<file path="src/rtl/core/bmsm_pkg.sv">
// Shared types, widths and constants for the binned mean / std-dev merge unit.
package bmsm_pkg;

  localparam int DEPTH_DEF   = 64;
  localparam int MAX_SRC_DEF = 16;

  localparam int KEY_W  = 31;
  localparam int VAL_W  = 24;
  localparam int ERR_W  = 23;
  localparam int CNT_W  = 5;
  localparam int SUM_W  = 29;
  localparam int SQ_W   = 52;
  localparam int MAG_W  = SUM_W - 1;
  localparam int DIV_W  = 56;
  localparam int DEN_W  = 10;
  localparam int ROOT_W = DIV_W / 2;
  localparam int NQ     = 3;

  localparam logic [CNT_W-1:0] QMIN_RESET    = CNT_W'(3);
  localparam logic [2:0]       ADDR_QMIN     = 3'd0;
  localparam logic             OP_ADD        = 1'b0;
  localparam logic             OP_DRAIN      = 1'b1;

  typedef struct packed {
    logic                    op;
    logic [KEY_W-1:0]        cell_index;
    logic signed [VAL_W-1:0] vel_value;
    logic [ERR_W-1:0]        vel_error;
    logic signed [VAL_W-1:0] pwr_value;
    logic [ERR_W-1:0]        pwr_error;
    logic signed [VAL_W-1:0] wdt_value;
    logic [ERR_W-1:0]        wdt_error;
  } in_t;

  typedef struct packed {
    logic [KEY_W-1:0]        key_out;
    logic signed [VAL_W-1:0] vel_mean;
    logic [ERR_W-1:0]        vel_spread;
    logic signed [VAL_W-1:0] pwr_mean;
    logic [ERR_W-1:0]        pwr_spread;
    logic signed [VAL_W-1:0] wdt_mean;
    logic [ERR_W-1:0]        wdt_spread;
    logic [CNT_W-1:0]        sample_count;
    logic                    quality_good;
    logic                    overflow_seen;
    logic                    last_entry;
  } out_t;

  typedef struct packed {
    logic [KEY_W-1:0]           key;
    logic [CNT_W-1:0]           cnt;
    logic [NQ-1:0][SUM_W-1:0]   sum;
    logic [NQ-1:0][SQ_W-1:0]    sq;
    logic [NQ-1:0][ERR_W-1:0]   err;
  } entry_t;

  typedef struct packed {
    logic [KEY_W-1:0]           key;
    logic [NQ-1:0][VAL_W-1:0]   val;
    logic [NQ-1:0][SQ_W-1:0]    sq;
    logic [NQ-1:0][ERR_W-1:0]   err;
  } sample_t;

  typedef struct packed {
    logic accum;
    logic create;
    logic shift;
  } cell_ctl_t;

  typedef enum logic [3:0] {
    S_IDLE, S_SQ, S_UPD, S_LOAD, S_MGO, S_MWAIT, S_VMUL, S_VSUB,
    S_VGO, S_VWAIT, S_RGO, S_RWAIT, S_OUT
  } state_e;

endpackage

</file>
<file path="src/rtl/core/bmsm_div.sv">
// Restoring divider, one quotient bit per cycle.
module bmsm_div (
  input  logic                       clk_i,
  input  logic                       rst_ni,
  input  logic                       start_i,
  input  logic [bmsm_pkg::DIV_W-1:0] dividend_i,
  input  logic [bmsm_pkg::DEN_W-1:0] divisor_i,
  output logic                       done_o,
  output logic [bmsm_pkg::DIV_W-1:0] quot_o
);
  import bmsm_pkg::*;

  localparam int CW = $clog2(DIV_W + 1);

  logic [CW-1:0]    cnt_q;
  logic             busy_q, done_q;
  logic [DIV_W-1:0] quo_q;
  logic [DEN_W-1:0] rem_q, dvs_q;
  logic [DEN_W:0]   shifted, diff;
  logic             ge;

  assign shifted = {rem_q, quo_q[DIV_W-1]};
  assign ge      = shifted >= {1'b0, dvs_q};
  assign diff    = shifted - {1'b0, dvs_q};
  assign done_o  = done_q;
  assign quot_o  = quo_q;

  always_ff @(posedge clk_i or negedge rst_ni) begin
    if (!rst_ni) begin
      busy_q <= 1'b0;
      done_q <= 1'b0;
      cnt_q  <= '0;
    end else begin
      done_q <= busy_q && (cnt_q == CW'(1));
      if (start_i) begin
        busy_q <= 1'b1;
        cnt_q  <= CW'(DIV_W);
      end else if (busy_q) begin
        cnt_q <= cnt_q - CW'(1);
        if (cnt_q == CW'(1)) busy_q <= 1'b0;
      end
    end
  end

  always_ff @(posedge clk_i) begin
    if (start_i) begin
      quo_q <= dividend_i;
      rem_q <= '0;
      dvs_q <= divisor_i;
    end else if (busy_q) begin
      rem_q <= ge ? diff[DEN_W-1:0] : shifted[DEN_W-1:0];
      quo_q <= {quo_q[DIV_W-2:0], ge};
    end
  end

endmodule

</file>
<file path="config.mk">
export PLATFORM = sky130hd
export DESIGN_NAME = bmsm_div
export DESIGN_NICKNAME = d
export VERILOG_FILES = /design/src/rtl/core/bmsm_pkg.sv /design/src/rtl/core/bmsm_div.sv
export SDC_FILE = /design/constraint.sdc
export NUM_CORES = 1
export LEC_CHECK = 0
export ABC_CLOCK_PERIOD_IN_PS = 7300
export BUFFER_PORTS_ARGS = -buffer_cell sky130_fd_sc_hd__buf_2
export CAP_MARGIN = 0
export CORE_MARGIN = 8
export CORE_UTILIZATION = 30
export CTS_BUF_LIST = sky130_fd_sc_hd__clkbuf_8 sky130_fd_sc_hd__clkbuf_16
export DETAILED_ROUTE_END_ITERATION = 7
export PLACE_DENSITY_LB_ADDON = 0.12
export SLEW_MARGIN = 15
export SYNTH_ARGS = -nofsm -noshare
export SYNTH_HDL_FRONTEND = slang
export SYNTH_SLANG_ARGS = --single-unit
</file>
<file path="constraint.sdc">
create_clock -name clk_i -period 7.3 [get_ports clk_i]
set_clock_uncertainty 0.2 [all_clocks]
set_input_delay 0.73 -clock clk_i [delete_from_list [all_inputs] [get_ports clk_i]]
set_output_delay 0.73 -clock clk_i [all_outputs]
set_load 0.01 [all_outputs]
</file>
After elaboration in Yosys (flattened, before gate mapping)
Index checks and enable logic that the tools add are counted.

Reduce and logical (&&, ||, !) cells: 2. Add/sub/neg operators: 2. Magnitude comparators: 1. Equal/unequal tests: 1. Multiplexer cells: 8.

Operators by type and width (number): $mux 56 (2); $mux 6 (2); $ge 11x10->1 (1); $mux 10 (1); $sub 10x10->10 (1); $eq 6x1->1 const B (1); $sub 6x1->6 const B (1); $mux 1 (3); $reduce_bool 2->1 (1); $logic_and 1x1->1 (1).

Logic and storage cells: 20. Bits of input ports: 69. Bits in registers: 84.

Logic depth before layout (Yosys ltp)
Depth in word-level cells: 4. Mapped depth: 10.

Worst setup path after synthesis
Ideal clock, no wire load.

Path kind: register -> register. From: register dvs_q[6]. To: register quo_q[0], in the netlist quot_o[0] (data pin). Data arrival time: 1.992 ns. Library setup time: 0.260 ns. Data required time: 6.840 ns. Path slack: 4.848 ns. Cell stages (with the launch flop): 9. Cell sequence: edfxtp_1 -> inv_1 -> ha_1 -> a2111oi_4 -> a2111oi_2 -> or3_1 -> buf_6 -> buf_12 -> mux2_2.

Longest elaborated chain between the ends: 3.

Ends and longest elaborated chain: start: declaration (RTL line bmsm_div.sv:18) `logic [DEN_W-1:0] rem_q, dvs_q;`; start signal: assignment (RTL line bmsm_div.sv:49) `dvs_q <= divisor_i;`; $ge 11x10->1 (RTL line bmsm_div.sv:23) `assign ge = shifted >= {1'b0, dvs_q};`; $mux 56 (RTL line bmsm_div.sv:50) `end else if (busy_q) begin`; $mux 56 (RTL line bmsm_div.sv:46) `if (start_i) begin`; end signal: assignment (RTL line bmsm_div.sv:47) `quo_q <= dividend_i;`; end signal: assignment (RTL line bmsm_div.sv:52) `quo_q <= {quo_q[DIV_W-2:0], ge};`; end: declaration (RTL line bmsm_div.sv:17) `logic [DIV_W-1:0] quo_q;`.

Every way passes these cells. The select of a mux whose other input is x is not followed. A chain may end at the register's enable or synchronous reset.

Worst setup path in the final report
From: register dvs_q[6]. To: register rem_q[0].

Longest elaborated chain between the ends: 2.

Ends and longest elaborated chain: $ge 11x10->1 (RTL line bmsm_div.sv:23); $mux 10 (RTL line bmsm_div.sv:51) `rem_q <= ge ? diff[DEN_W-1:0] : shifted[DEN_W-1:0];`; end signal: assignment (RTL line bmsm_div.sv:51); end: declaration (RTL line bmsm_div.sv:18).

Every way passes these cells.

==> qor.csv <==
metric;value;unit
maxCapViolCount;0;
yosys.area_share.simple;5.99;%
gp_congestion;0.689;
wl;9360;um
die_area;0.0173;mm^2
gr-usage-met3;5.64;%
cts_buffers;9;
p_int;1070;uW
diodes;0;
most-common-layout-cells;124 x buf_2, 66 x edfxtp_1, 56 x mux2_2;
grt.busiest_layer;met2;
end_kind;register;
synth_top_family_by_area;multiplexers;
hold_violations;0;
drc;0;
clockBufferDepth;2;
gr-total-overflow;0;
vias;2635;
antenna_found_initial;1;
async_reset_ff_share;9.52;%
grt.met1_usage;13.0;%
path_clk_slew;70;ps
via_per_inst;4.47;
relSlewSlack;54.5;%
cts_resized;0;
cp-start-kind;register;
hold_class;in -> async;
power_frac_clock;29.8;%
arrival;2900;ps
ios;126;
rsz0062_at_grt;no;
syn_area;0.00401;mm^2
worst-setup-path-type;reg -> reg;
fillers;1320;
r2r-start;dvs_q[6];
grt_max_degree;48;
cts.sinks;84;
fin_crit_sh;38.8;%
clk_latency;340;ps
leakagePower;0.00217;uW
placementRows;42;
cts_hold_buffers;0;
crit_fanout;13;
synth_top_area_share;49.4;%
drive_above_1_share;49.9;%
crit_start;dvs_q[6];
synth_warnings;0;
synth_fp_nets;364;
synth-compound-area-share;6.86;%
power_frac_seq;41.9;%
setup_violations;0;
p_sw_share;30.1;%
power_density;301;mW/mm^2
synth_seq_cells;84;
grt_pass1_vias;2946;
chipHeight;132;um
synth_ff_type;edfxtp_1;
finalPower;1540;uW
area_delta_synth_final;27.2;%
syn_avg_cell_area;14.2;um^2
synthAdderAreaFrac;4.24;%
grt_use_met2;17.0;%
dr.pass1.iters;4;
drv_slew;0;
synthCells;282;
layout_commonest_cell;buf_2;
start_util;30.6;%
io_buffers;125;
nets;490;
peakVddDrop;183;uV
place_area;0.00481;mm^2
final.setup.tns;0;ps
min_period;2830;ps
drt_iter0_drc;185;
grt_pass1_wl;15200;um
tightest_slew;683;ps
p_sw;463;uW
status;finished, final reports clean;
synth.distinct_cells;45;
netlist_top_cells_area;edfxtp_1 49%, mux2_2 16%, dfrtp_1 5.0%;
post-cts-setup-buffers;0;
wire_per_inst;15.9;um
synth_top_area_cell;edfxtp_1;
root_buffer;clkbuf_16;
ant_nets;0;
fmax;353;MHz
cts_tree;yes;
grt_use_total;11.0;%
hpwl;6610;um
core_area;0.0131;mm^2
synth_edf_count;66;
htreeDepth;3;
critPathRequiredTime;7370;ps
synth-xor-area-share;2.18;%
p_comb_share;28.2;%
synth.yosys.seq_area_share;59.4;%
stdcell_area;0.00510;mm^2
fp.dieW;132;um
muxShareOfSynthArea;18.1;%
-- power groups by stage --
stage               Combinational, uW  Sequential (uW)  Clock, uW
floorplan                         330              661          0
global placement                  438              655          0
detailed placement                439              654          0
CTS                               442              646        473
global route                      485              657        489
finish                            434              644        458
-- cell usage after synthesis (2+ instances only) --
library cell / instances
o21a_1: 3
inv_1: 16
dfrtp_1: 8
clkbuf_1: 10
nand2_1: 4
nand2b_1: 3
nor3_1: 3
ha_1: 12
a211oi_1: 9
mux2_2: 56
nor2_1: 25
edfxtp_1: 66
nor4_1: 3
mux2i_1: 8
or2_2: 2
xnor2_1: 5
o22ai_1: 2
xor2_1: 5
dfxtp_1: 10
a21oi_1: 3
or3_1: 2
nand4_1: 2
o21ai_0: 2
a21o_1: 2
-- worst max-delay path, cell delays in order, from the launching register on --
cell	delay [ps]
edfxtp_1	330
inv_1	40
ha_1	450
nand2_2	70
o21a_1	210
a2111oi_2	310
or3_1	600
mux2_4	360
a211oi_2	190
-- logic make-up after synthesis --
| kind of cell | after synthesis |
|---|---|
| mux | 65 |
| flops | 84 |
| fa+ha+maj | 13 |
| simple gates | 50 |
| xor+xnor | 10 |
| buf+inv | 29 |
| compound gates | 31 |
-- sequential cells by signal (all words and copies together) (netlist names) --
register	flops
quot_o	56
done_o	1
dvs_q	10
rem_q	10
cnt_q	6
busy_q	1
-- per-stage QoR --
| step | setup WS (ps) | util [%] | hold WS, ps | std cells |
|---|---|---|---|---|
| floorplan | 4850 | - | 234 | 282 |
| CTS | 4420 | 38.9 | 13.9 | 589 |
| global placement | 4440 | 36.6 | 299 | 573 |
| finish | 4470 | 38.9 | 22.2 | 589 |
| global route | 4340 | 38.9 | 14.7 | 589 |
| detailed placement | 4420 | 36.6 | 302 | 573 |
-- path summary, 6_finish.rpt --
path | slack, ps | depth (start not counted) | to
worst max-delay path | 4470 | 8 | rem_q[0]
worst min-delay path | 20 | 1 | cnt_q[4]
worst max register to register | 4470 | 8 | rem_q[0]
worst min register to register | 310 | 2 | rem_q[3]
max in group asynchronous | 6710 | 1 | busy_q
min in group clk_i | 310 | 2 | rem_q[3]
-- metal layers --
layer | wire [um] | vias up
met1 | 4140 | 1235
li1 | - | 1310
met3 | 774 | 9
met2 | 4320 | 79
met5 | 8 | -
met4 | 110 | 2
-- layout make-up --
cell class | count | area, um^2 | area share [%]
Clock buffer | 9 | 225 | 4.41
Clock inverter | 7 | 67.6 | 1.32
Inverter | 16 | 60.1 | 1.18
Multi-Input combinational cell | 169 | 1500 | 29.4
Sequential cell | 84 | 2380 | 46.7
Tap cell | 176 | 220 | 4.31
Timing Repair Buffer | 128 | 651 | 12.7
(Power assumes the default switching activity.)
