--- config.mk ---
export PLATFORM = sky130hd
export DESIGN_NAME = bmsm_sqrt
export DESIGN_NICKNAME = d
export VERILOG_FILES = /design/src/rtl/core/bmsm_pkg.sv /design/src/rtl/core/bmsm_sqrt.sv
export SDC_FILE = /design/constraint.sdc
export NUM_CORES = 1
export LEC_CHECK = 0
export BUFFER_PORTS_ARGS = -buffer_cell sky130_fd_sc_hd__buf_4
export CORE_MARGIN = 4
export CORE_UTILIZATION = 24
export CTS_CLUSTER_SIZE = 40
export DETAILED_ROUTE_END_ITERATION = 10
export PLACE_DENSITY = 0.53
export SYNTH_ARGS = -nofsm -noshare
export SYNTH_HDL_FRONTEND = slang
export SYNTH_SLANG_ARGS = --single-unit
--- constraint.sdc ---
create_clock -name clk_i -period 2.5 [get_ports clk_i]
set_clock_uncertainty 0.15 [all_clocks]
set_input_delay 0 -clock clk_i [delete_from_list [all_inputs] [get_ports clk_i]]
set_output_delay 0 -clock clk_i [all_outputs]
set_load 0.01 [all_outputs]
--- src/rtl/core/bmsm_pkg.sv ---
// Shared types, widths and constants for the binned mean / std-dev merge unit.
package bmsm_pkg;

  localparam int DEPTH_DEF   = 64;
  localparam int MAX_SRC_DEF = 16;

  localparam int KEY_W  = 31;
  localparam int VAL_W  = 24;
  localparam int ERR_W  = 23;
  localparam int CNT_W  = 5;
  localparam int SUM_W  = 29;
  localparam int SQ_W   = 52;
  localparam int MAG_W  = SUM_W - 1;
  localparam int DIV_W  = 56;
  localparam int DEN_W  = 10;
  localparam int ROOT_W = DIV_W / 2;
  localparam int NQ     = 3;

  localparam logic [CNT_W-1:0] QMIN_RESET    = CNT_W'(3);
  localparam logic [2:0]       ADDR_QMIN     = 3'd0;
  localparam logic             OP_ADD        = 1'b0;
  localparam logic             OP_DRAIN      = 1'b1;

  typedef struct packed {
    logic                    op;
    logic [KEY_W-1:0]        cell_index;
    logic signed [VAL_W-1:0] vel_value;
    logic [ERR_W-1:0]        vel_error;
    logic signed [VAL_W-1:0] pwr_value;
    logic [ERR_W-1:0]        pwr_error;
    logic signed [VAL_W-1:0] wdt_value;
    logic [ERR_W-1:0]        wdt_error;
  } in_t;

  typedef struct packed {
    logic [KEY_W-1:0]        key_out;
    logic signed [VAL_W-1:0] vel_mean;
    logic [ERR_W-1:0]        vel_spread;
    logic signed [VAL_W-1:0] pwr_mean;
    logic [ERR_W-1:0]        pwr_spread;
    logic signed [VAL_W-1:0] wdt_mean;
    logic [ERR_W-1:0]        wdt_spread;
    logic [CNT_W-1:0]        sample_count;
    logic                    quality_good;
    logic                    overflow_seen;
    logic                    last_entry;
  } out_t;

  typedef struct packed {
    logic [KEY_W-1:0]           key;
    logic [CNT_W-1:0]           cnt;
    logic [NQ-1:0][SUM_W-1:0]   sum;
    logic [NQ-1:0][SQ_W-1:0]    sq;
    logic [NQ-1:0][ERR_W-1:0]   err;
  } entry_t;

  typedef struct packed {
    logic [KEY_W-1:0]           key;
    logic [NQ-1:0][VAL_W-1:0]   val;
    logic [NQ-1:0][SQ_W-1:0]    sq;
    logic [NQ-1:0][ERR_W-1:0]   err;
  } sample_t;

  typedef struct packed {
    logic accum;
    logic create;
    logic shift;
  } cell_ctl_t;

  typedef enum logic [3:0] {
    S_IDLE, S_SQ, S_UPD, S_LOAD, S_MGO, S_MWAIT, S_VMUL, S_VSUB,
    S_VGO, S_VWAIT, S_RGO, S_RWAIT, S_OUT
  } state_e;

endpackage

--- src/rtl/core/bmsm_sqrt.sv ---
// Digit-by-digit integer square root, one root bit per cycle.
module bmsm_sqrt (
  input  logic                        clk_i,
  input  logic                        rst_ni,
  input  logic                        start_i,
  input  logic [bmsm_pkg::DIV_W-1:0]  rad_i,
  output logic                        done_o,
  output logic [bmsm_pkg::ROOT_W-1:0] root_o
);
  import bmsm_pkg::*;

  localparam int CW = $clog2(ROOT_W + 1);

  logic [CW-1:0]     cnt_q;
  logic              busy_q, done_q;
  logic [DIV_W-1:0]  rad_q;
  logic [ROOT_W-1:0] root_q;
  logic [ROOT_W:0]   rem_q;
  logic [ROOT_W+2:0] rem_sh, trial, diff;
  logic              ge;

  assign rem_sh = {rem_q, rad_q[DIV_W-1 -: 2]};
  assign trial  = {1'b0, root_q, 2'b01};
  assign ge     = rem_sh >= trial;
  assign diff   = rem_sh - trial;
  assign done_o = done_q;
  assign root_o = root_q;

  always_ff @(posedge clk_i or negedge rst_ni) begin
    if (!rst_ni) begin
      busy_q <= 1'b0;
      done_q <= 1'b0;
      cnt_q  <= '0;
    end else begin
      done_q <= busy_q && (cnt_q == CW'(1));
      if (start_i) begin
        busy_q <= 1'b1;
        cnt_q  <= CW'(ROOT_W);
      end else if (busy_q) begin
        cnt_q <= cnt_q - CW'(1);
        if (cnt_q == CW'(1)) busy_q <= 1'b0;
      end
    end
  end

  always_ff @(posedge clk_i) begin
    if (start_i) begin
      rad_q  <= rad_i;
      rem_q  <= '0;
      root_q <= '0;
    end else if (busy_q) begin
      rad_q  <= {rad_q[DIV_W-3:0], 2'b00};
      rem_q  <= ge ? diff[ROOT_W:0] : rem_sh[ROOT_W:0];
      root_q <= {root_q[ROOT_W-2:0], ge};
    end
  end

endmodule

After elaboration in Yosys (flattened, before gate mapping). Cells that the tools add are included.

Register bits: 120. Input port bits: 59.

Add/subtract/negate cells: 2. Order comparisons: 1. Eq/ne operators: 1. Multiplexer cells: 8. Reductions and logical operators: 2.

Operator list (number): $mux W56 (2); $ge A31 B30 Y1 (1); $mux W29 (1); $sub A29 B29 Y29 (1); $mux W5 (2); $eq A5 B1 Y1 const B (1); $sub A5 B1 Y5 const B (1); $mux W1 (3); $reduce_bool A2 Y1 (1); $logic_and A1 B1 Y1 (1).

Longest topological paths before layout. Gate-level depths: netlist of the first run.

Depth after elaboration: 4. Depth in mapped cells: 12. Depth with buffers taken out: 9.

Worst setup path before layout of the first run. No wires, ideal clock.

Kind: register to register. Start: register root_q[12] (netlist: root_o[12]). End: register rem_q[24]. Library setup time: 0.088 ns. Arrival time: 2.350 ns. Required time: 2.262 ns. Setup slack: -0.088 ns. Stages on the path, launching flop included: 11. Buffers on the path: 2. Period minus slack after synthesis: 2.588 ns. Path through: dfxtp_1 > inv_1 > ha_1 > buf_4 > and4_4 > nand4_2 > or3_4 > o21a_4 > buf_6 > a211o_1 > a311oi_2.

Word-level cells in the longest chain between the ends: 2.

RTL lines: start: declaration (RTL line bmsm_sqrt.sv:17) `logic [ROOT_W-1:0] root_q;`; start signal: assignment (RTL line bmsm_sqrt.sv:54) `root_q <= {root_q[ROOT_W-2:0], ge};`; $sub A29 B29 Y29 / $ge A31 B30 Y1 (equally long branches) (RTL line bmsm_sqrt.sv:25, bmsm_sqrt.sv:24); $mux W29 (*) (RTL line bmsm_sqrt.sv:53) `rem_q <= ge ? diff[ROOT_W:0] : rem_sh[ROOT_W:0];`; end signal: assignment (RTL line bmsm_sqrt.sv:53); end: declaration (RTL line bmsm_sqrt.sv:18) `logic [ROOT_W:0] rem_q;`.

Mark *: on every way between the ends. The rest lies on a longest branch, timed or not. A chain may end at the register's enable or synchronous reset.

Worst setup path in the final report of the first run.
Start: register root_q[1] (netlist: root_o[1]). End: register rem_q[18].

The elaborated chain is that of the path after synthesis.

==> impl_metrics.ini, run 1 <==
[outcome]
status = finished, violations left
violations = setup timing

[placement]
dpl_cell_area_um2 = 9180
gp_congestion = 0.854
portBuffers = 87
place_hpwl_um = 15300
dp.cells = 1287
dp_slack_ns = -0.356

[yosys]
yosysWarnings = 0
synth_seq_cells = 120
synth_xor_area_frac = 0.0262
synth_edf_count = 56
syn_nets = 796
synth-simple-area-share = 0.144
synthMuxAreaShare = 0.129
synthAdderAreaFrac = 0.0570
ys_types = 71
syn_area_per_cell_um2 = 9.97
ys_seq_area_frac = 0.426
syn_area_um2 = 7030
synth-compound-area-share = 0.164
netlist_instances = 705
synth_top_family_by_area = compound AO/OA/AOI/OAI gates
ys.flop_type = dfxtp_1
async_flop_share = 0.0583

[min_path]
min-delay-start = start_i
min_path_type = in -> reg

[setup_path]
critical_path_class = reg -> reg
crit_start = root_o[1]$_SDFFE_PP0P_
reg2reg_slack_ns = -0.07
required_ns = 2.67
worst_setup_path_start_kind = register
cp.arrival_ns = 2.74
path_max_fanout = 6
end_kind = register
r2r-start = root_o[1]$_SDFFE_PP0P_

[clock_network]
cts-buffers-inserted = 17
root_buffer = clkbuf_16
cts_buffer_depth = 2
cts_sinks = 120
clk_pin_slew_ns = 0.06
clkLatencyLatePin_ns = 0.42
cts_tree = yes
cts_max_level = 4

[floorplan]
initial_core_util = 0.244
die_h_um = 179
rows = 62
io_pins = 88
dieArea_um2 = 32100
core_um2 = 28800
die_w_um = 179

[detailed_routing]
finalWirelength_um = 22200
wl_per_cell_um = 15.8
drc = 0
avgViaCountPerCell = 4.72
vias = 6633
drt_iter0_drc = 320
firstDrtPassIters = 5
drtAntennaViolNets = 0

[cells_and_area]
layout.cells.non_filler = 1405
mostFrequentLayoutCells = buf_4, nor2_1, dlygate4sd3_1
drive_gt1_frac = 0.498
area_growth_pct = 65.0
nNetsFinal = 1098
stdcell_area_um2 = 11600
num-fill-cells = 2698
final_common_cell = buf_4

[pwr]
power_leakage_uw = 0.00490
ir_drop_uv = 487
combPwrFrac = 0.620
powerDensity_nw_per_um2 = 1190
p_int_uw = 8580
p_sw_uw = 5270
clockPowerShare = 0.193
p_seq_frac = 0.187
switching_share = 0.381

[timing]
tightest_slew_ns = 0.725
rsz0062_at_grt = true
fin_crit_sh = 1.03
max_freq_mhz = 390
hold_viol = 0
setup_slack_ns = -0.0651
min_period_ns = 2.57
maxSlewViolCount = 0
setup_viol = 12
whs_ns = 0.219
slew_headroom = 0.517

[global_routing]
grt_max_degree = 81
grt-ovfl-total = 0
grt_use_total = 0.137
antenna_found_initial = 1
grt_pass1_wl_um = 35100
grt_pass1_vias = 6794

[run]
drv_cap = 0
## power groups by stage
stage	Sequential, uW	Combinational [uW]	Clock [uW]
global placement	2560	6220	0
global route	2620	9170	2800
CTS	2560	7400	2720
finish	2590	8590	2670
detailed placement	2550	6220	0
floorplan	2530	3650	0
## critical path, stage by stage (launching register included)
cell	delay [ns]
dfxtp_1	0.32
inv_1	0.07
ha_4	0.25
buf_4	0.13
o21a_1	0.16
o31a_1	0.19
o211ai_1	0.34
a21oi_2	0.13
o21a_1	0.21
a211o_1	0.28
a311oi_2	0.24
## cell families after synthesis
family / count (synthesis)
AND/OR/NAND/NOR: 200
AO/OA/AOI/OAI: 164
flip-flops: 120
buffers and inverters: 84
multiplexers: 84
adder cells (fa/ha/maj): 32
XOR/XNOR: 21
## final timing paths
path                            cells after the start                      to
worst max-delay path                               10  rem_q[18]$_SDFFE_PP0P_
worst min-delay path                                3  rem_q[24]$_SDFFE_PP0P_
worst max register to register                     10  rem_q[18]$_SDFFE_PP0P_
worst min register to register                      2  rem_q[27]$_SDFFE_PP0P_
max in group asynchronous                           3        busy_q$_DFF_PN0_
min in group asynchronous                           3        done_o$_DFF_PN0_
## sequential cells by signal, summed over array words and instances (netlist names)
register	flops
done_o	1
rad_q	56
cnt_q	5
rem_q	29
busy_q	1
root_o	28
## metrics by stage
stage	util	TNS, ns	power, uW
2_1_floorplan	-	-0.0290	6180
3_3_place_gp	0.319	-9.00	8780
3_5_place_dp	0.319	-7.92	8780
4_1_cts	0.383	-0.937	12700
5_1_grt	0.403	-2.09	14600
6_report	0.403	-0.355	13800
## synth_stat cells (all sizes together) (4+ instances only)
cell | instances | share of area
nand2 | 27 | 0.015
nand4 | 6 | 0.0062
nor2b | 7 | 0.0062
dfxtp | 57 | 0.16
o211ai | 14 | 0.016
nor2 | 73 | 0.039
and2 | 6 | 0.0053
o21a | 7 | 0.0085
xnor2 | 15 | 0.019
nor3 | 14 | 0.011
nor4 | 5 | 0.0053
edfxtp | 56 | 0.24
or3 | 4 | 0.0050
mux2 | 55 | 0.088
clkbuf | 22 | 0.012
xor2 | 6 | 0.0075
ha | 32 | 0.057
a211oi | 6 | 0.0071
nand3 | 31 | 0.023
and3 | 10 | 0.0089
dfrtp | 7 | 0.025
a31oi | 8 | 0.0071
a21oi | 21 | 0.015
buf | 26 | 0.022
a21o | 13 | 0.014
mux2i | 29 | 0.041
inv | 36 | 0.019
a311oi | 22 | 0.028
o21ai | 43 | 0.031
## area by class of cell
| class | instances | area [um2] | share of cell area |
|---|---|---|---|
| multi-input cells | 501 | 4510 | 0.389 |
| flip-flops and latches | 120 | 3030 | 0.261 |
| repair buffers | 331 | 2810 | 0.242 |
| well taps | 384 | 480 | 0.0414 |
| clock buffers | 19 | 433 | 0.0373 |
| clock inverters | 13 | 201 | 0.0174 |
| inverters | 36 | 135 | 0.0117 |
| diodes | 1 | 2.50 | 0.000216 |
## routing by layer
| layer | routed length, um | global-route usage | vias up |
|---|---|---|---|
| li1 | - | - | 3231 |
| met1 | 9400 | 0.171 | 3165 |
| met2 | 10900 | 0.230 | 186 |
| met3 | 1140 | 0.0337 | 51 |
| met4 | 728 | 0.0527 | 0 |
| met5 | 0 | 0 | - |
## repair_timing
| action | 4_1_cts | 5_1_grt |
|---|---|---|
| pin swaps | 35 | 58 |
| cloned | 1 | 1 |
| hold endpoints to repair | 69 | 0 |
| buffers inserted | 13 | 12 |
| setup endpoints to repair | 30 | 30 |
| hold buffers | 59 | 0 |
| gates resized for setup | 97 | 97 |
Note: power is estimated with default switching activity, not from simulation.
==> run 2: changes to the inputs <==
- PLACE_DENSITY: 0.53 -> 0.52
- clock period: 2.5 -> 2.6 ns (I/O delays scaled with it)
==> impl_metrics.ini, run 2 (same netlist as run 1, synthesis figures left out) <==
[detailed_routing]
wl_per_cell_um = 16.3
avgViaCountPerCell = 4.76
drt_iter0_drc = 342
drtAntennaViolNets = 0
finalWirelength_um = 22800
drc = 0
firstDrtPassIters = 5
vias = 6629

[placement]
dpl_cell_area_um2 = 9010
dp.cells = 1265
place_hpwl_um = 15300
portBuffers = 87
gp_congestion = 0.849

[clock_network]
cts_buffer_depth = 2
cts_max_level = 4
cts_sinks = 120
clk_pin_slew_ns = 0.06
cts-buffers-inserted = 17
clkLatencyLatePin_ns = 0.42
root_buffer = clkbuf_16
cts_tree = yes

[timing]
fin_crit_sh = 0.999
maxSlewViolCount = 0
hold_viol = 0
rsz0062_at_grt = true
whs_ns = 0.230
slew_headroom = 0.434
tightest_slew_ns = 0.850
min_period_ns = 2.60
setup_viol = 0
max_freq_mhz = 385

[cells_and_area]
regArea_um2 = 3030
antenna_cells = 0
stdcell_area_um2 = 11300
num-fill-cells = 2744
multi_input_area_um2 = 4310
largest_register_ffs = 56
mostFrequentLayoutCells = buf_4, nor2_1, dlygate4sd3_1
regMostFlops = rad_q
final_common_cell = buf_4
fin_util = 0.392
area_growth_pct = 60.6
layout.cells.non_filler = 1393
nNetsFinal = 1087
drive_gt1_frac = 0.477

[floorplan]
die_h_um = 179
dieArea_um2 = 32100
die_w_um = 179
rows = 62
io_pins = 88
core_um2 = 28800
initial_core_util = 0.244

[pwr]
powerDensity_nw_per_um2 = 1150
power_leakage_uw = 0.00479
ir_drop_uv = 687
finalPower_uw = 13000

[setup_path]
cp.arrival_ns = 2.77
end_kind = register
required_ns = 2.77
worst_setup_path_start_kind = register
critical_path_class = reg -> reg
path_max_fanout = 6
crit_start = root_o[4]$_SDFFE_PP0P_
r2r-start = root_o[4]$_SDFFE_PP0P_

[global_routing]
grt-ovfl-total = 0
antenna_found_initial = 0
grt_max_degree = 68
grt_use_total = 0.139
grt_pass1_vias = 6693
grt_pass1_wl_um = 35400

[outcome]
status = finished clean

[min_path]
min-delay-start = start_i
min_path_type = in -> reg

[run]
drv_cap = 0
==> run 2: changes by cell type in the layout (fill, tap and decap cells not counted), sizes merged <==
cell / previous run / this run
clkinvlp: 2 / 1
buf: 271 / 257
bufinv: 5 / 3
diode: 1 / 0
clkbuf: 20 / 25
inv: 37 / 36
o21a: 7 / 8
clkinv: 5 / 6
==> run 2: path summary, 6_finish.rpt <==
path	to	slack [ns]	cells past startpoint
max in group asynchronous	busy_q$_DFF_PN0_	1.63	3
worst min register to register	rem_q[27]$_SDFFE_PP0P_	0.35	2
worst max register to register	rem_q[10]$_SDFFE_PP0P_	0.004	9
min in group asynchronous	busy_q$_DFF_PN0_	0.40	3
worst max-delay path	rem_q[10]$_SDFFE_PP0P_	0.004	9
worst min-delay path	cnt_q[0]$_DFFE_PN0P_	0.23	3
==> run 2: routing by layer <==
layer / track usage / wire [um] / up-vias
li1: - / - / 3210
met1: 0.173 / 9750 / 3227
met2: 0.236 / 11400 / 159
met3: 0.0323 / 1090 / 33
met4: 0.0457 / 493 / 0
met5: 0 / 0 / -
==> run 2: worst max-delay path, stage by stage, from the launching register on <==
cell	delay (ns)
dfxtp_2	0.32
inv_1	0.04
ha_1	0.35
a21o_1	0.27
o2111ai_2	0.23
nand2_2	0.14
o211ai_4	0.39
buf_6	0.21
nand3_1	0.11
a311oi_2	0.30
==> run 2: timing repair <==
item                                   4_1_cts  5_1_grt
setup endpoints to repair                   30       30
buffers inserted                            10       20
cloned                                       4        4
pin swaps                                   26       61
hold buffers                                59        0
resized for setup                           71      104
endpoints found under the hold margin       77        0
==> run 2: final cells by class <==
cell class                 instances  share of cell area
clock buffer                      22              0.0402
clock inverter                    10              0.0113
inverter                          36              0.0120
multi-input combinational        502               0.381
sequential                       120               0.268
tap                              384              0.0426
timing repair buffer             319               0.244
==> run 2: stage by stage <==
step / worst slack [ns] / TNS (ns)
2_1_floorplan: 0.0122 / 0
3_3_place_gp: -0.202 / -2.10
3_5_place_dp: -0.222 / -3.14
4_1_cts: 0.000874 / 0
5_1_grt: -0.118 / -1.30
6_report: 0.00356 / 0
==> run 2: power breakdown <==
| part | total [uW] | switching (uW) | internal (uW) |
|---|---|---|---|
| combinational | 8140 | 3910 | 4230 |
| clock | 2380 | 863 | 1520 |
| sequential | 2500 | 216 | 2280 |
