**config.mk**
```make
export PLATFORM = sky130hd
export DESIGN_NAME = bmsm_cell
export DESIGN_NICKNAME = d
export VERILOG_FILES = /design/src/rtl/core/bmsm_pkg.sv /design/src/rtl/core/bmsm_cell.sv
export SDC_FILE = /design/constraint.sdc
export NUM_CORES = 1
export LEC_CHECK = 0
export BUFFER_PORTS_ARGS = -buffer_cell sky130_fd_sc_hd__buf_2
export CAP_MARGIN = 20
export CORE_AREA = 10 10 392 394
export CTS_BUF_LIST = sky130_fd_sc_hd__clkbuf_8
export CTS_CLUSTER_SIZE = 14
export DETAILED_ROUTE_END_ITERATION = 8
export DIE_AREA = 0 0 402 404
export GPL_TIMING_DRIVEN = 0
export PLACE_DENSITY = 0.43
export SLEW_MARGIN = 5
export SYNTH_ARGS = -nofsm -noshare
export SYNTH_HDL_FRONTEND = slang
export SYNTH_SLANG_ARGS = --single-unit
```
**constraint.sdc**
```tcl
create_clock -name clk_i -period 49.5 [get_ports clk_i]
set_input_delay 7.425 -clock clk_i [delete_from_list [all_inputs] [get_ports clk_i]]
set_output_delay 7.425 -clock clk_i [all_outputs]
set_load 0.03 [all_outputs]
```
**src/rtl/core/bmsm_pkg.sv**
```systemverilog
// Shared types, widths and constants for the binned mean / std-dev merge unit.
package bmsm_pkg;

  localparam int DEPTH_DEF   = 64;
  localparam int MAX_SRC_DEF = 16;

  localparam int KEY_W  = 31;
  localparam int VAL_W  = 24;
  localparam int ERR_W  = 23;
  localparam int CNT_W  = 5;
  localparam int SUM_W  = 29;
  localparam int SQ_W   = 52;
  localparam int MAG_W  = SUM_W - 1;
  localparam int DIV_W  = 56;
  localparam int DEN_W  = 10;
  localparam int ROOT_W = DIV_W / 2;
  localparam int NQ     = 3;

  localparam logic [CNT_W-1:0] QMIN_RESET    = CNT_W'(3);
  localparam logic [2:0]       ADDR_QMIN     = 3'd0;
  localparam logic             OP_ADD        = 1'b0;
  localparam logic             OP_DRAIN      = 1'b1;

  typedef struct packed {
    logic                    op;
    logic [KEY_W-1:0]        cell_index;
    logic signed [VAL_W-1:0] vel_value;
    logic [ERR_W-1:0]        vel_error;
    logic signed [VAL_W-1:0] pwr_value;
    logic [ERR_W-1:0]        pwr_error;
    logic signed [VAL_W-1:0] wdt_value;
    logic [ERR_W-1:0]        wdt_error;
  } in_t;

  typedef struct packed {
    logic [KEY_W-1:0]        key_out;
    logic signed [VAL_W-1:0] vel_mean;
    logic [ERR_W-1:0]        vel_spread;
    logic signed [VAL_W-1:0] pwr_mean;
    logic [ERR_W-1:0]        pwr_spread;
    logic signed [VAL_W-1:0] wdt_mean;
    logic [ERR_W-1:0]        wdt_spread;
    logic [CNT_W-1:0]        sample_count;
    logic                    quality_good;
    logic                    overflow_seen;
    logic                    last_entry;
  } out_t;

  typedef struct packed {
    logic [KEY_W-1:0]           key;
    logic [CNT_W-1:0]           cnt;
    logic [NQ-1:0][SUM_W-1:0]   sum;
    logic [NQ-1:0][SQ_W-1:0]    sq;
    logic [NQ-1:0][ERR_W-1:0]   err;
  } entry_t;

  typedef struct packed {
    logic [KEY_W-1:0]           key;
    logic [NQ-1:0][VAL_W-1:0]   val;
    logic [NQ-1:0][SQ_W-1:0]    sq;
    logic [NQ-1:0][ERR_W-1:0]   err;
  } sample_t;

  typedef struct packed {
    logic accum;
    logic create;
    logic shift;
  } cell_ctl_t;

  typedef enum logic [3:0] {
    S_IDLE, S_SQ, S_UPD, S_LOAD, S_MGO, S_MWAIT, S_VMUL, S_VSUB,
    S_VGO, S_VWAIT, S_RGO, S_RWAIT, S_OUT
  } state_e;

endpackage

```
**src/rtl/core/bmsm_cell.sv**
```systemverilog
// One table entry of the accumulator chain; shifts toward the head on drain.
module bmsm_cell #(
  parameter int CntCap = 16
) (
  input  logic                clk_i,
  input  bmsm_pkg::cell_ctl_t ctl_i,
  input  bmsm_pkg::sample_t   smp_i,
  input  bmsm_pkg::entry_t    next_i,
  input  logic                live_i,
  output logic                hit_o,
  output bmsm_pkg::entry_t    ent_o
);
  import bmsm_pkg::*;

  entry_t ent_q, ent_d;
  logic   room;

  assign room  = ent_q.cnt < CNT_W'(CntCap);
  assign hit_o = live_i && (ent_q.key == smp_i.key);
  assign ent_o = ent_q;

  always_comb begin
    ent_d = ent_q;
    if (ctl_i.shift) begin
      ent_d = next_i;
    end else if (ctl_i.create) begin
      ent_d.key = smp_i.key;
      ent_d.cnt = CNT_W'(1);
      for (int k = 0; k < NQ; k++) begin
        ent_d.sum[k] = {{(SUM_W-VAL_W){smp_i.val[k][VAL_W-1]}}, smp_i.val[k]};
        ent_d.sq[k]  = smp_i.sq[k];
        ent_d.err[k] = smp_i.err[k];
      end
    end else if (ctl_i.accum && room) begin
      ent_d.cnt = ent_q.cnt + CNT_W'(1);
      for (int k = 0; k < NQ; k++) begin
        ent_d.sum[k] = ent_q.sum[k] +
                       {{(SUM_W-VAL_W){smp_i.val[k][VAL_W-1]}}, smp_i.val[k]};
        ent_d.sq[k]  = ent_q.sq[k] + smp_i.sq[k];
      end
    end
  end

  always_ff @(posedge clk_i) begin
    ent_q <= ent_d;
  end

endmodule

```
==> Word-level counts from Yosys, hierarchy flattened <==
Cells that the tools add are included.
{ "classes": {"n_reduce_logical": 4, "add_sub_neg": 7, "n_eq_ne": 1, "n_lt_le_gt_ge": 1, "n_mux": 5} }
{ "op_table": {"columns": ["operator", "n"], "rows": [
  ["$mux 248", 2],
  ["$mux 348", 1],
  ["$add 52x52->52", 3],
  ["$add 29x29->29", 3],
  ["$mux 69", 1],
  ["$eq 31x31->1", 1],
  ["$mux 31", 1],
  ["$add 5x1->5 const B", 1],
  ["$lt 5x5->1 const B", 1],
  ["$reduce_bool 3->1", 1],
  ["$logic_and 1x1->1", 2],
  ["$reduce_bool 2->1", 1]
]} }
{ "word_totals": {"register_bits": 348, "out_inout_bits": 349, "elab_cells": 29} }

==> Longest topological paths before layout <==
Gate-level depths: netlist of the first run.
{ "depth": {"ltp_word": 5, "depth_mapped": 12, "mapped_depth_nobuf": 12} }

==> Least setup slack after synthesis of the first run <==
Ideal clock, no wire load.
{ "synth_path": {"path_kind": "input port to flip-flop", "start": "input ctl_i[2] (netlist name)", "end": "register ent_q (netlist bit ent_o[100]), enable pin", "path_buffers": 0, "slack_ns": 23.598, "path_stages": 2, "t_arrival_ns": 24.702, "path_cell_list": "inv_1 o21ai_0"} }
{ "synth_between": {"elab_chain_len": 2} }
{ "synth_lines": {"columns": ["item", "line_no", "rtl"], "rows": [
  ["start: declaration", "bmsm_cell.sv:6", "input bmsm_pkg::cell_ctl_t ctl_i,"],
  ["$logic_and 1x1->1", "bmsm_cell.sv:34", "end else if (ctl_i.accum && room) begin"],
  ["$reduce_bool 3->1 (no line)", null, null],
  ["end signal: assignment", "bmsm_cell.sv:45", "ent_q <= ent_d;"],
  ["end: declaration", "bmsm_cell.sv:15", "entry_t ent_q, ent_d;"]
]} }
No other way between the ends.
A chain may end at the register's enable or synchronous reset.

==> Worst setup path in the final report of the first run <==
{ "layout_path": {"start": "input smp_i[313] (netlist name)", "end": "output hit_o"} }
{ "layout_between": {"elab_chain_len": 2} }
{ "layout_lines": {"columns": ["item", "line_no", "rtl"], "rows": [
  ["start: declaration", "bmsm_cell.sv:7", "input bmsm_pkg::sample_t smp_i,"],
  ["$eq 31x31->1", "bmsm_cell.sv:19", "assign hit_o = live_i && (ent_q.key == smp_i.key);"],
  ["$logic_and 1x1->1", "bmsm_cell.sv:19", null],
  ["end: declaration", "bmsm_cell.sv:10", "output logic hit_o,"]
]} }
No other way between the ends.

==> metrics.md, run 1 <==
| Metric | Value |
|---|---|
| DRT met1 WL | `around 80000 microns` |
| Largest register FFs | `about 350` |
| Max_cap viols | `0` |
| Clock Pin Slew Worst Setup and Hold Paths | `about 0.060 ns` |
| Crit Path Category | `in2out` |
| Clock net sink count | `roughly 350` |
| Initial detailed-routing violation count | `between 2000 and 2500` |
| Pint | `slightly below 800 uW` |
| Sequential fraction of the synthesis area | `0.3578` |
| Internal reg-to-reg setup slack | `roughly 45 ns` |
| Critical-path maximum fanout | `2` |
| Met2 WL post-DR | `~100000 microns` |
| RSZ-0062 raised after global routing | `no` |
| Synth async-reset ratio | `0` |
| DRT Pass-1 Iters | `6` |
| Most frequent cell after synthesis | `edfxtp_1` |
| Ports | `1030` |
| CTS max path bufs | `3` |
| EDFF count, synth | `~350` |
| CTS Buf Count | `just over 80` |
| Fin crit period | `between 15 and 20 ns` |
| Compound-Gate Fraction of Synth Area | `0.2592` |
| First-pass GRT wire length | `between 200000 and 300000 microns` |
| Combinational power share | `0.453` |
| DR DRC count | `0` |
| Largest net degree at the start of global routing | `56` |
| Synth top cells by count | `348 x edfxtp_1, 297 x nand2_1, 285 x a21oi_1, 238 x ha_1, 238 x o21ai_0` |
| Minimum hold slack | `about 0.7 ns` |
| Synth Area in XOR/XNOR | `0.06297` |
| Maximum VDD drop | `between 20 and 25 uV` |
| Post_cts resized | `0` |
| Mapped Cells | `approximately 3100` |
| TritonCTS clock tree | `done` |
| CP required | `roughly 42 ns` |
| Final Cycle Share | `0.3334` |
| # rows | `140` |
| PwrDens | `between 30 and 40 mW/mm^2` |
| Dominant cell type by area after synthesis | `edfxtp_1` |
| Total wire length | `between 200000 and 250000 microns` |
| Startpoint types | `primary input` |
| Hold Path Class | `reg2reg` |
| Post-DRT Antenna Nets | `0` |
| Total GRT Usage | `0.2367` |
| Top cells by area, synth | `edfxtp_1 36%, ha_1 10%, mux2_2 5.2%` |
| Post-synthesis simple-gate area fraction | `0.1263` |
| Overall Power | `~1.4 mW` |
| Sw Pwr | `~620 uW` |
| Final #Nets | `approximately 5200` |
| Adder-cell share of the synthesized area | `0.1061` |
| Total number of vias | `roughly 31000` |
| Worst skew pair latency | `0.81 ns` |
| Die Wd | `around 400 microns` |
| Share of cells above drive strength 1 | `0.3208` |
| Initial Util | `0.2009` |
| CP Data Arrival Time | `9.08 ns` |
| Largest stage delay on the critical path | `0.42 ns` |
| Worst reg2reg startpoint | `ent_o[69]` |
| Type of destination of the critical path | `output pin` |
| Cell count of the worst hold path | `2` |
| Critical R2R Capture | `ent_o[117]` |
| Worst slew pin tran | `between 1 and 1.5 ns` |
| Yosys reg bits | `approximately 350` |
| Met3 Wirelength | `roughly 17000 microns` |
| CORE AREA | `~0.15 sq mm` |
| Switching fraction of total power | `0.4407` |
| Final hold viol count | `0` |
| Clock share of power | `0.259` |
| Number of port buffers | `approximately 1000` |
| Slowest CP cell | `nor4_1` |
| Cell count after placement | `between 6000 and 7000` |
| Static Leak | `between 15 and 20 nW` |
| Largest family of logic cells by synthesized area | `compound AO/OA/AOI/OAI gates` |
| Post-synth top area share | `0.3578` |
| Post-synthesis cell type count | `86` |
| Hold_sp | `ent_o[315]` |
| Vias/cell | `about 5` |
| Final Core Density | `0.2711` |
| Seq pwr share | `0.288` |
| H-tree levels | `3` |
| Initial antenna violation count | `roughly 140` |
| Final setup fails | `0` |
| DIE HEIGHT | `between 400 and 500 microns` |
| Ys flop type | `edfxtp_1` |
| Highest Signal Layer | `met5` |
| R2R cell count | `12` |
| Final Slew Violations | `0` |
| RePlAce Congestion | `approximately 0.91` |
| Status | `complete, no violations` |
| Clock root buffer | `clkbuf_8` |
| Layout area overhead | `34.94%` |
| Syn avg cell area | `about 9.4 sq um` |
| Number of global-route vias before repair | `approximately 31000` |
| Post-route insts no fill | `~6300` |
| Cell Area, Synth | `slightly below 0.03 sq mm` |
| Max Freq | `60.59 MHz` |
| Warnings from Yosys | `0` |
| Mapped Nets | `4048` |
| GRT overflow | `0` |
| Routed wire per std cell | `between 30 and 40 microns` |
| Setup TNS | `0 ns` |
| Mux contribution to synthesized area | `0.06096` |
| Clock Skews | `a little over 0.06 ns` |
| HPWL after DPL | `between 150000 and 200000 microns` |
| Endpoint of the worst hold path | `ent_o[315]` |
| Full die area | `roughly 0.16 sq mm` |
| Post-CTS setup buffers | `0` |
| CP cell instances | `buf_2 > xor2_1 > nor4_1 > nand4_1 > nor4_1 > buf_2` |
| CTS Hold Buffers Added | `0` |
| Max_slew headroom | `0.2227` |
## per-layer routing
layer,up-vias,GRT usage
li1,14355,-
met2,1368,0.4212
met1,15267,0.2672
met3,348,0.07611
met5,-,0
met4,38,0.07387
## area by class of cell
type	instances	area, sq um
Timing Repair Buffer	1077	6000
Inverter	55	206.4
Clock inverter	64	496.7
Tap cell	1917	2399
Antenna cell	54	135.1
Sequential cell	348	10450
Clock buffer	82	1129
Multi-Input combinational cell	2568	17990
Buffer	152	606.8
Fill cell	16015	106000
## cell families after synthesis
group                      Yosys count
and+or+nand+nor                    787
buffers and inverters              207
adders and majority gates          244
muxes                              161
xor gates and xnor gates           210
AOI/OAI and AO/OA                 1166
DFF                                348
## through the flow
| step | instance area (sq um) | setup slack [ns] |
|---|---|---|
| 6_report | 39410 | 32.99 |
| 5_1_grt | 39340 | 32.93 |
| 4_1_cts | 39260 | 32.94 |
| 3_5_place_dp | 37640 | 32.95 |
| 3_3_place_gp | 36750 | 7.977 |
| 2_1_floorplan | 29210 | 23.60 |
## placed cells by master, fill, tap and decap left out, types with 11 or more instances in the layout
master    count
a211oi_1     38
a21boi_0     12
a21o_1      136
a21oi_1     285
a22oi_1      17
a31oi_1      34
and2_1       20
and3_1       26
buf_2      1035
buf_8        28
clkbuf_1    122
clkbuf_2     19
clkbuf_8     82
clkinv_1     17
clkinv_2     13
diode_2      54
edfxtp_1    348
ha_1        238
inv_1        73
mux2_2      135
mux2i_1      26
nand2_1     297
nand2b_1     20
nand3_1      57
nand4_1      42
nor2_1      166
nor2b_1      20
nor3_1       57
nor3b_1      11
nor4_1       13
o211ai_1     73
o21a_1      134
o21ai_0     237
o21ai_1      15
o21bai_1     31
o22ai_1      36
o31ai_1      19
or3_1        28
xnor2_1     106
xor2_1      104
## critical path: cells and delay by family
family	cells	cell delay [ns]
xor+xnor	1	0.18
simple gates	3	1.03
buf+inv	2	0.45
## power by group through the flow
| stage | registers (mW) | clock network, mW | logic, mW |
|---|---|---|---|
| after floorplan | 0.492 | 0 | 0.325 |
| after global placement | 0.428 | 0 | 0.632 |
| after global routing | 0.412 | 0.393 | 0.696 |
| final | 0.408 | 0.367 | 0.641 |
| after detailed placement | 0.413 | 0 | 0.640 |
| after CTS | 0.408 | 0.383 | 0.643 |
## worst max path at each step
stage                    start    endpoint  slack, ns  cells after the start
CTS                 smp_i[312]       hit_o      32.94                      6
detailed placement  smp_i[312]       hit_o      32.95                      6
global route        smp_i[312]       hit_o      32.93                      6
finish              smp_i[313]       hit_o      32.99                      6
global placement      ctl_i[2]  ent_o[174]       7.98                      3
floorplan             ctl_i[2]  ent_o[100]      23.60                      2
(Power assumes the default switching activity.)
==> run 2, diff against run 1 <==
CORE_AREA = 10 10 388 390   (was 10 10 392 394)
DIE_AREA = 0 0 398 400   (was 0 0 402 404)
PLACE_DENSITY = 0.44   (was 0.43)
clock period = 16.32 ns   (was 49.5 ns; I/O delays follow)
==> metrics.md, run 2 (synthesized netlist as in run 1, its figures left out) <==
| Metric | Value |
|---|---|
| Full die area | `between 0.15 and 0.2 sq mm` |
| CTS max path bufs | `3` |
| CP Data Arrival Time | `roughly 4.2 ns` |
| Area after DPL | `between 0.03 and 0.04 sq mm` |
| Final worst slack | `9.661 ns` |
| Cell count of the worst hold path | `1` |
| Hold_sp | `ent_o[312]` |
| Initial antenna violation count | `about 150` |
| Hold Path Class | `reg2reg` |
| Post-CTS setup buffers | `0` |
| Post-Place Setup Slack | `9.557 ns` |
| Post-DRT Antenna Nets | `0` |
| Critical R2R Capture | `ent_o[172]` |
| DIE HEIGHT | `about 400 microns` |
| Die Wd | `around 400 microns` |
| Post_cts resized | `0` |
| RePlAce Congestion | `around 0.94` |
| Overall Power | `between 4 and 5 mW` |
| Clock root buffer | `clkbuf_8` |
| Ports | `1030` |
| Most common cell after layout, fill and taps aside | `buf_2` |
| Sw Pwr | `1.874 mW` |
| DR DRC count | `0` |
| DRT Pass-1 Iters | `5` |
| Vias/cell | `roughly 5` |
| Max_cap viols | `0` |
| Clock share of power | `0.253` |
| Largest register FFs | `348` |
| Clock net sink count | `between 300 and 400` |
| Internal reg-to-reg setup slack | `approximately 12 ns` |
| Initial detailed-routing violation count | `~2300` |
| Fin crit period | `roughly 6.7 ns` |
| Post-route design area | `0.03926 sq mm` |
| CP required | `between 10 and 15 ns` |
| Status | `complete, no violations` |
| Number of global-route vias before repair | `31530` |
| Crit Path Category | `in2out` |
| Total GRT Usage | `0.2443` |
| Worst reg2reg startpoint | `ent_o[123]` |
| Setup TNS | `0 ns` |
| CTS Hold Buffers Added | `0` |
| Share of cells above drive strength 1 | `0.3183` |
| Seq pwr share | `0.292` |
| Initial Util | `0.2045` |
| Static Leak | `between 15 and 20 nW` |
| Total number of vias | `approximately 31000` |
| Endpoint of the worst hold path | `ent_o[312]` |
| Startpoint types | `primary input` |
| Final Slew Violations | `0` |
| H-tree levels | `3` |
| # rows | `about 140` |
| Largest net degree at the start of global routing | `slightly below 60` |
| Worst slew pin tran | `approximately 1.1 ns` |
| Worst skew pair latency | `0.81 ns` |
| Switching fraction of total power | `0.4408` |
| R2R cell count | `11` |
| Max_slew headroom | `0.2359` |
| Type of destination of the critical path | `output pin` |
| Minimum hold slack | `between 0.6 and 0.7 ns` |
| Combinational power share | `0.454` |
| Number of port buffers | `between 1000 and 1500` |
| Layout area overhead | `34.43%` |
| Clock Pin Slew Worst Setup and Hold Paths | `about 0.06 ns` |
| PwrDens | `around 110 mW/mm^2` |
| Pint | `roughly 2.4 mW` |
| Final hold viol count | `0` |
| Critical-path maximum fanout | `2` |
| CORE AREA | `approximately 0.14 sq mm` |
| Most frequent cells in the layout | `1034 x buf_2, 348 x edfxtp_1, 297 x nand2_1, 285 x a21oi_1, 238 x ha_1` |
| Final Cycle Share | `0.4081` |
| Total wire length | `about 210000 microns` |
| GRT overflow | `0` |
| First-pass GRT wire length | `about 270000 microns` |
| Final #Nets | `between 5000 and 6000` |
| Max Freq | `150.2 MHz` |
| Routed wire per std cell | `between 30 and 40 microns` |
| HPWL after DPL | `between 150000 and 200000 microns` |
| Clock Skews | `slightly above 0.06 ns` |
| TritonCTS clock tree | `done` |
| Maximum VDD drop | `around 57 uV` |
| CTS Buf Count | `81` |
| RSZ-0062 raised after global routing | `no` |
| Final setup fails | `0` |
run 2: area by class of cell:
class / instances / area [sq um]
Clock inverter: 64 / 466.7
Clock buffer: 81 / 1115
Fill cell: 15663 / 103500
Inverter: 55 / 206.4
Tap cell: 1903 / 2381
Sequential cell: 348 / 10450
Timing Repair Buffer: 1070 / 5912
Multi-Input combinational cell: 2568 / 17990
Antenna cell: 53 / 132.6
Buffer: 152 / 608.1
run 2: worst max path at each step:
| stage | start | end | slack (ns) | cells past startpoint |
|---|---|---|---|---|
| 2_1_floorplan | ctl_i[2] | ent_o[100] | 2.09 | 2 |
| 3_3_place_gp | ctl_i[2] | ent_o[86] | -7.44 | 3 |
| 6_report | smp_i[315] | hit_o | 9.66 | 6 |
| 4_1_cts | smp_i[315] | hit_o | 9.66 | 6 |
| 5_1_grt | smp_i[319] | hit_o | 9.62 | 6 |
| 3_5_place_dp | ctl_i[0] | ent_o[85] | 9.56 | 10 |
run 2: stage by stage:
stage,util,cells
after floorplan,-,3123
after global placement,0.2573,6054
after detailed placement,0.2629,6095
after CTS,0.2739,6240
after global routing,0.2747,6278
final,0.2750,6294
run 2: worst max-delay path: stages:
cell and delay [ns]:
buf_2 0.11, xor2_1 0.16, nor4_1 0.47, nand4_1 0.21, nor4_1 0.48, buf_2 0.33
run 2: per-layer routing:
layer | track usage | vias up | routed length, microns
met4 | 0.09283 | 48 | 7551
met1 | 0.2649 | 15223 | 75040
met5 | 0 | - | 330
met3 | 0.07947 | 367 | 18010
li1 | - | 14351 | -
met2 | 0.4390 | 1329 | 104200
run 2: power groups by stage:
stage	clock [mW]	combinational, mW	sequential [mW]
3_5_place_dp	0	1.93	1.26
2_1_floorplan	0	0.986	1.48
3_3_place_gp	0	1.91	1.28
6_report	1.08	1.93	1.24
4_1_cts	1.12	1.94	1.24
5_1_grt	1.15	2.10	1.25
==> run 3, diff against run 2 <==
clock period = 6.8 ns   (was 16.32 ns; I/O delays follow)
==> metrics.md, run 3 (synthesized netlist as in run 1, its figures left out) <==
| Metric | Value |
|---|---|
| Most common cell after layout, fill and taps aside | `buf_2` |
| Initial antenna violation count | `~160` |
| HPWL after DPL | `roughly 170000 microns` |
| Area of the multi-input gates | `0.01799 sq mm` |
| Met3 Wirelength | `17480 microns` |
| Share of cells above drive strength 1 | `0.3195` |
| Hold Path Class | `in2reg` |
| Met2 WL post-DR | `102500 microns` |
| Number of fillers in the final layout | `between 15000 and 20000` |
| Largest stage delay on the critical path | `between 0.9 and 1 ns` |
| Ports | `1030` |
| DIE HEIGHT | `400 microns` |
| Type of destination of the critical path | `register` |
| Largest register FFs | `approximately 350` |
| Final setup fails | `0` |
| First-pass GRT wire length | `about 270000 microns` |
| DR DRC count | `0` |
| CP required | `between 7 and 8 ns` |
| Clock root buffer | `clkbuf_8` |
| Post-DRT Antenna Nets | `0` |
| Seq. cell area | `approximately 0.010 sq mm` |
| Highest Signal Layer | `met5` |
| # rows | `roughly 140` |
| H-tree levels | `3` |
| Slowest CP cell | `a211oi_1` |
| Worst skew pair latency | `about 0.84 ns` |
| Max_cap viols | `0` |
| Startpoint types | `register` |
| Number of port buffers | `1028` |
| Layout area overhead | `34.78%` |
| Status | `complete, no violations` |
| CP cell instances | `ha_1 > a21oi_1 > o211ai_1 > o211ai_1 > a211oi_1 > o21bai_1 > a21oi_2 > a31oi_1 > a211oi_1 > o21a_1 > nor3_1` |
| Worst slew pin tran | `~1.2 ns` |
| RePlAce Congestion | `about 0.9` |
| Fin crit period | `between 4 and 5 ns` |
| Total GRT Usage | `0.2417` |
| Total number of vias | `around 32000` |
| Clock Skews | `0.07220 ns` |
| Routed wire per std cell | `between 30 and 40 microns` |
| Max Freq | `228.1 MHz` |
| Total wire length | `203600 microns` |
| CORE AREA | `about 0.14 sq mm` |
| Die Wd | `398 microns` |
| Clock net sink count | `348` |
| DRT Pass-1 Iters | `6` |
| Static Leak | `~17 nW` |
| Final #Nets | `roughly 5200` |
| Setup TNS | `0 ns` |
| Final Cycle Share | `0.6448` |
| PwrDens | `between 200 and 300 mW/mm^2` |
| Final Slew Violations | `0` |
| CTS Hold Buffers Added | `0` |
| Final worst slack | `~2.4 ns` |
| Vias/cell | `about 5` |
| Initial Util | `0.2045` |
| DRT met1 WL | `75780 microns` |
| CTS Buf Count | `a little under 80` |
| Post-Place Setup Slack | `1.799 ns` |
| Critical-path maximum fanout | `7` |
| Largest net degree at the start of global routing | `between 40 and 50` |
| Initial detailed-routing violation count | `roughly 2300` |
| Maximum VDD drop | `about 120 uV` |
| GRT overflow | `0` |
| Post-route design area | `around 0.039 sq mm` |
| Cell family with most CP delay | `compound AO/OA/AOI/OAI gates` |
| Max_slew headroom | `0.2150` |
| Post_cts resized | `0` |
| Final hold viol count | `0` |
| RSZ-0062 raised after global routing | `no` |
| Area after DPL | `between 0.03 and 0.04 sq mm` |
| CP Data Arrival Time | `~4.9 ns` |
| Full die area | `~0.16 sq mm` |
| Post-CTS setup buffers | `0` |
| Buf+Inv Stages, Crit Path | `0` |
| TritonCTS clock tree | `done` |
| Clock Pin Slew Worst Setup and Hold Paths | `0.06 ns` |
| CTS max path bufs | `3` |
| Number of global-route vias before repair | `approximately 32000` |
| Crit Path Category | `reg2reg` |
| Most frequent cells in the layout | `1035 x buf_2, 348 x edfxtp_1, 297 x nand2_1, 285 x a21oi_1, 238 x ha_1` |
==> run 3: cell count changes in the layout (fill, tap and decap cells not counted), sizes merged <==
| cell | before | now |
|---|---|---|
| buf | 1080 | 1086 |
| diode | 53 | 59 |
| clkinv | 32 | 29 |
| clkbuf | 223 | 221 |
| bufinv | 5 | 4 |
==> run 3: where the power goes <==
part | leakage [nW] | internal, mW | switching, mW
Combinational | 12.5 | 1.65 | 3.02
Sequential | 3.57 | 2.74 | 0.236
Clock | 0.865 | 1.26 | 1.27
Total | 17.0 | 5.66 | 4.53
==> run 3: per-layer routing <==
layer	global-route usage	vias up
met1	0.2698	15448
met5	0	-
li1	-	14319
met2	0.4334	1438
met4	0.08321	50
met3	0.07238	389
==> run 3: stage by stage <==
step | util | hold WS (ns) | std cells | total power, mW
6_report | 0.2757 | 0.4647 | 6300 | 10.18
4_1_cts | 0.2745 | 0.3658 | 6240 | 10.29
3_5_place_dp | 0.2638 | 0.6903 | 6101 | 7.659
2_1_floorplan | - | 0.8015 | 3123 | 5.903
3_3_place_gp | 0.2573 | 0.6861 | 6054 | 7.620
5_1_grt | 0.2752 | 0.3958 | 6275 | 10.75
==> run 3: area by class of cell <==
cell class / instances / share of cell area
plain buffers: 152 / 0.01548
flip-flops and latches: 348 / 0.2655
diodes: 59 / 0.003751
well taps: 1903 / 0.06049
clock inverters: 60 / 0.01138
inverters: 55 / 0.005245
repair buffers: 1076 / 0.1535
clock buffers: 79 / 0.02762
multi-input cells: 2568 / 0.4570
==> run 3: final timing paths <==
path          startpoint          to  slack (ns)  cells after the start
max           ent_o[137]  ent_o[172]        2.42                     11
min          next_i[274]  ent_o[274]        0.46                      2
max reg2reg   ent_o[137]  ent_o[172]        2.42                     11
min reg2reg   ent_o[312]  ent_o[312]        0.69                      1
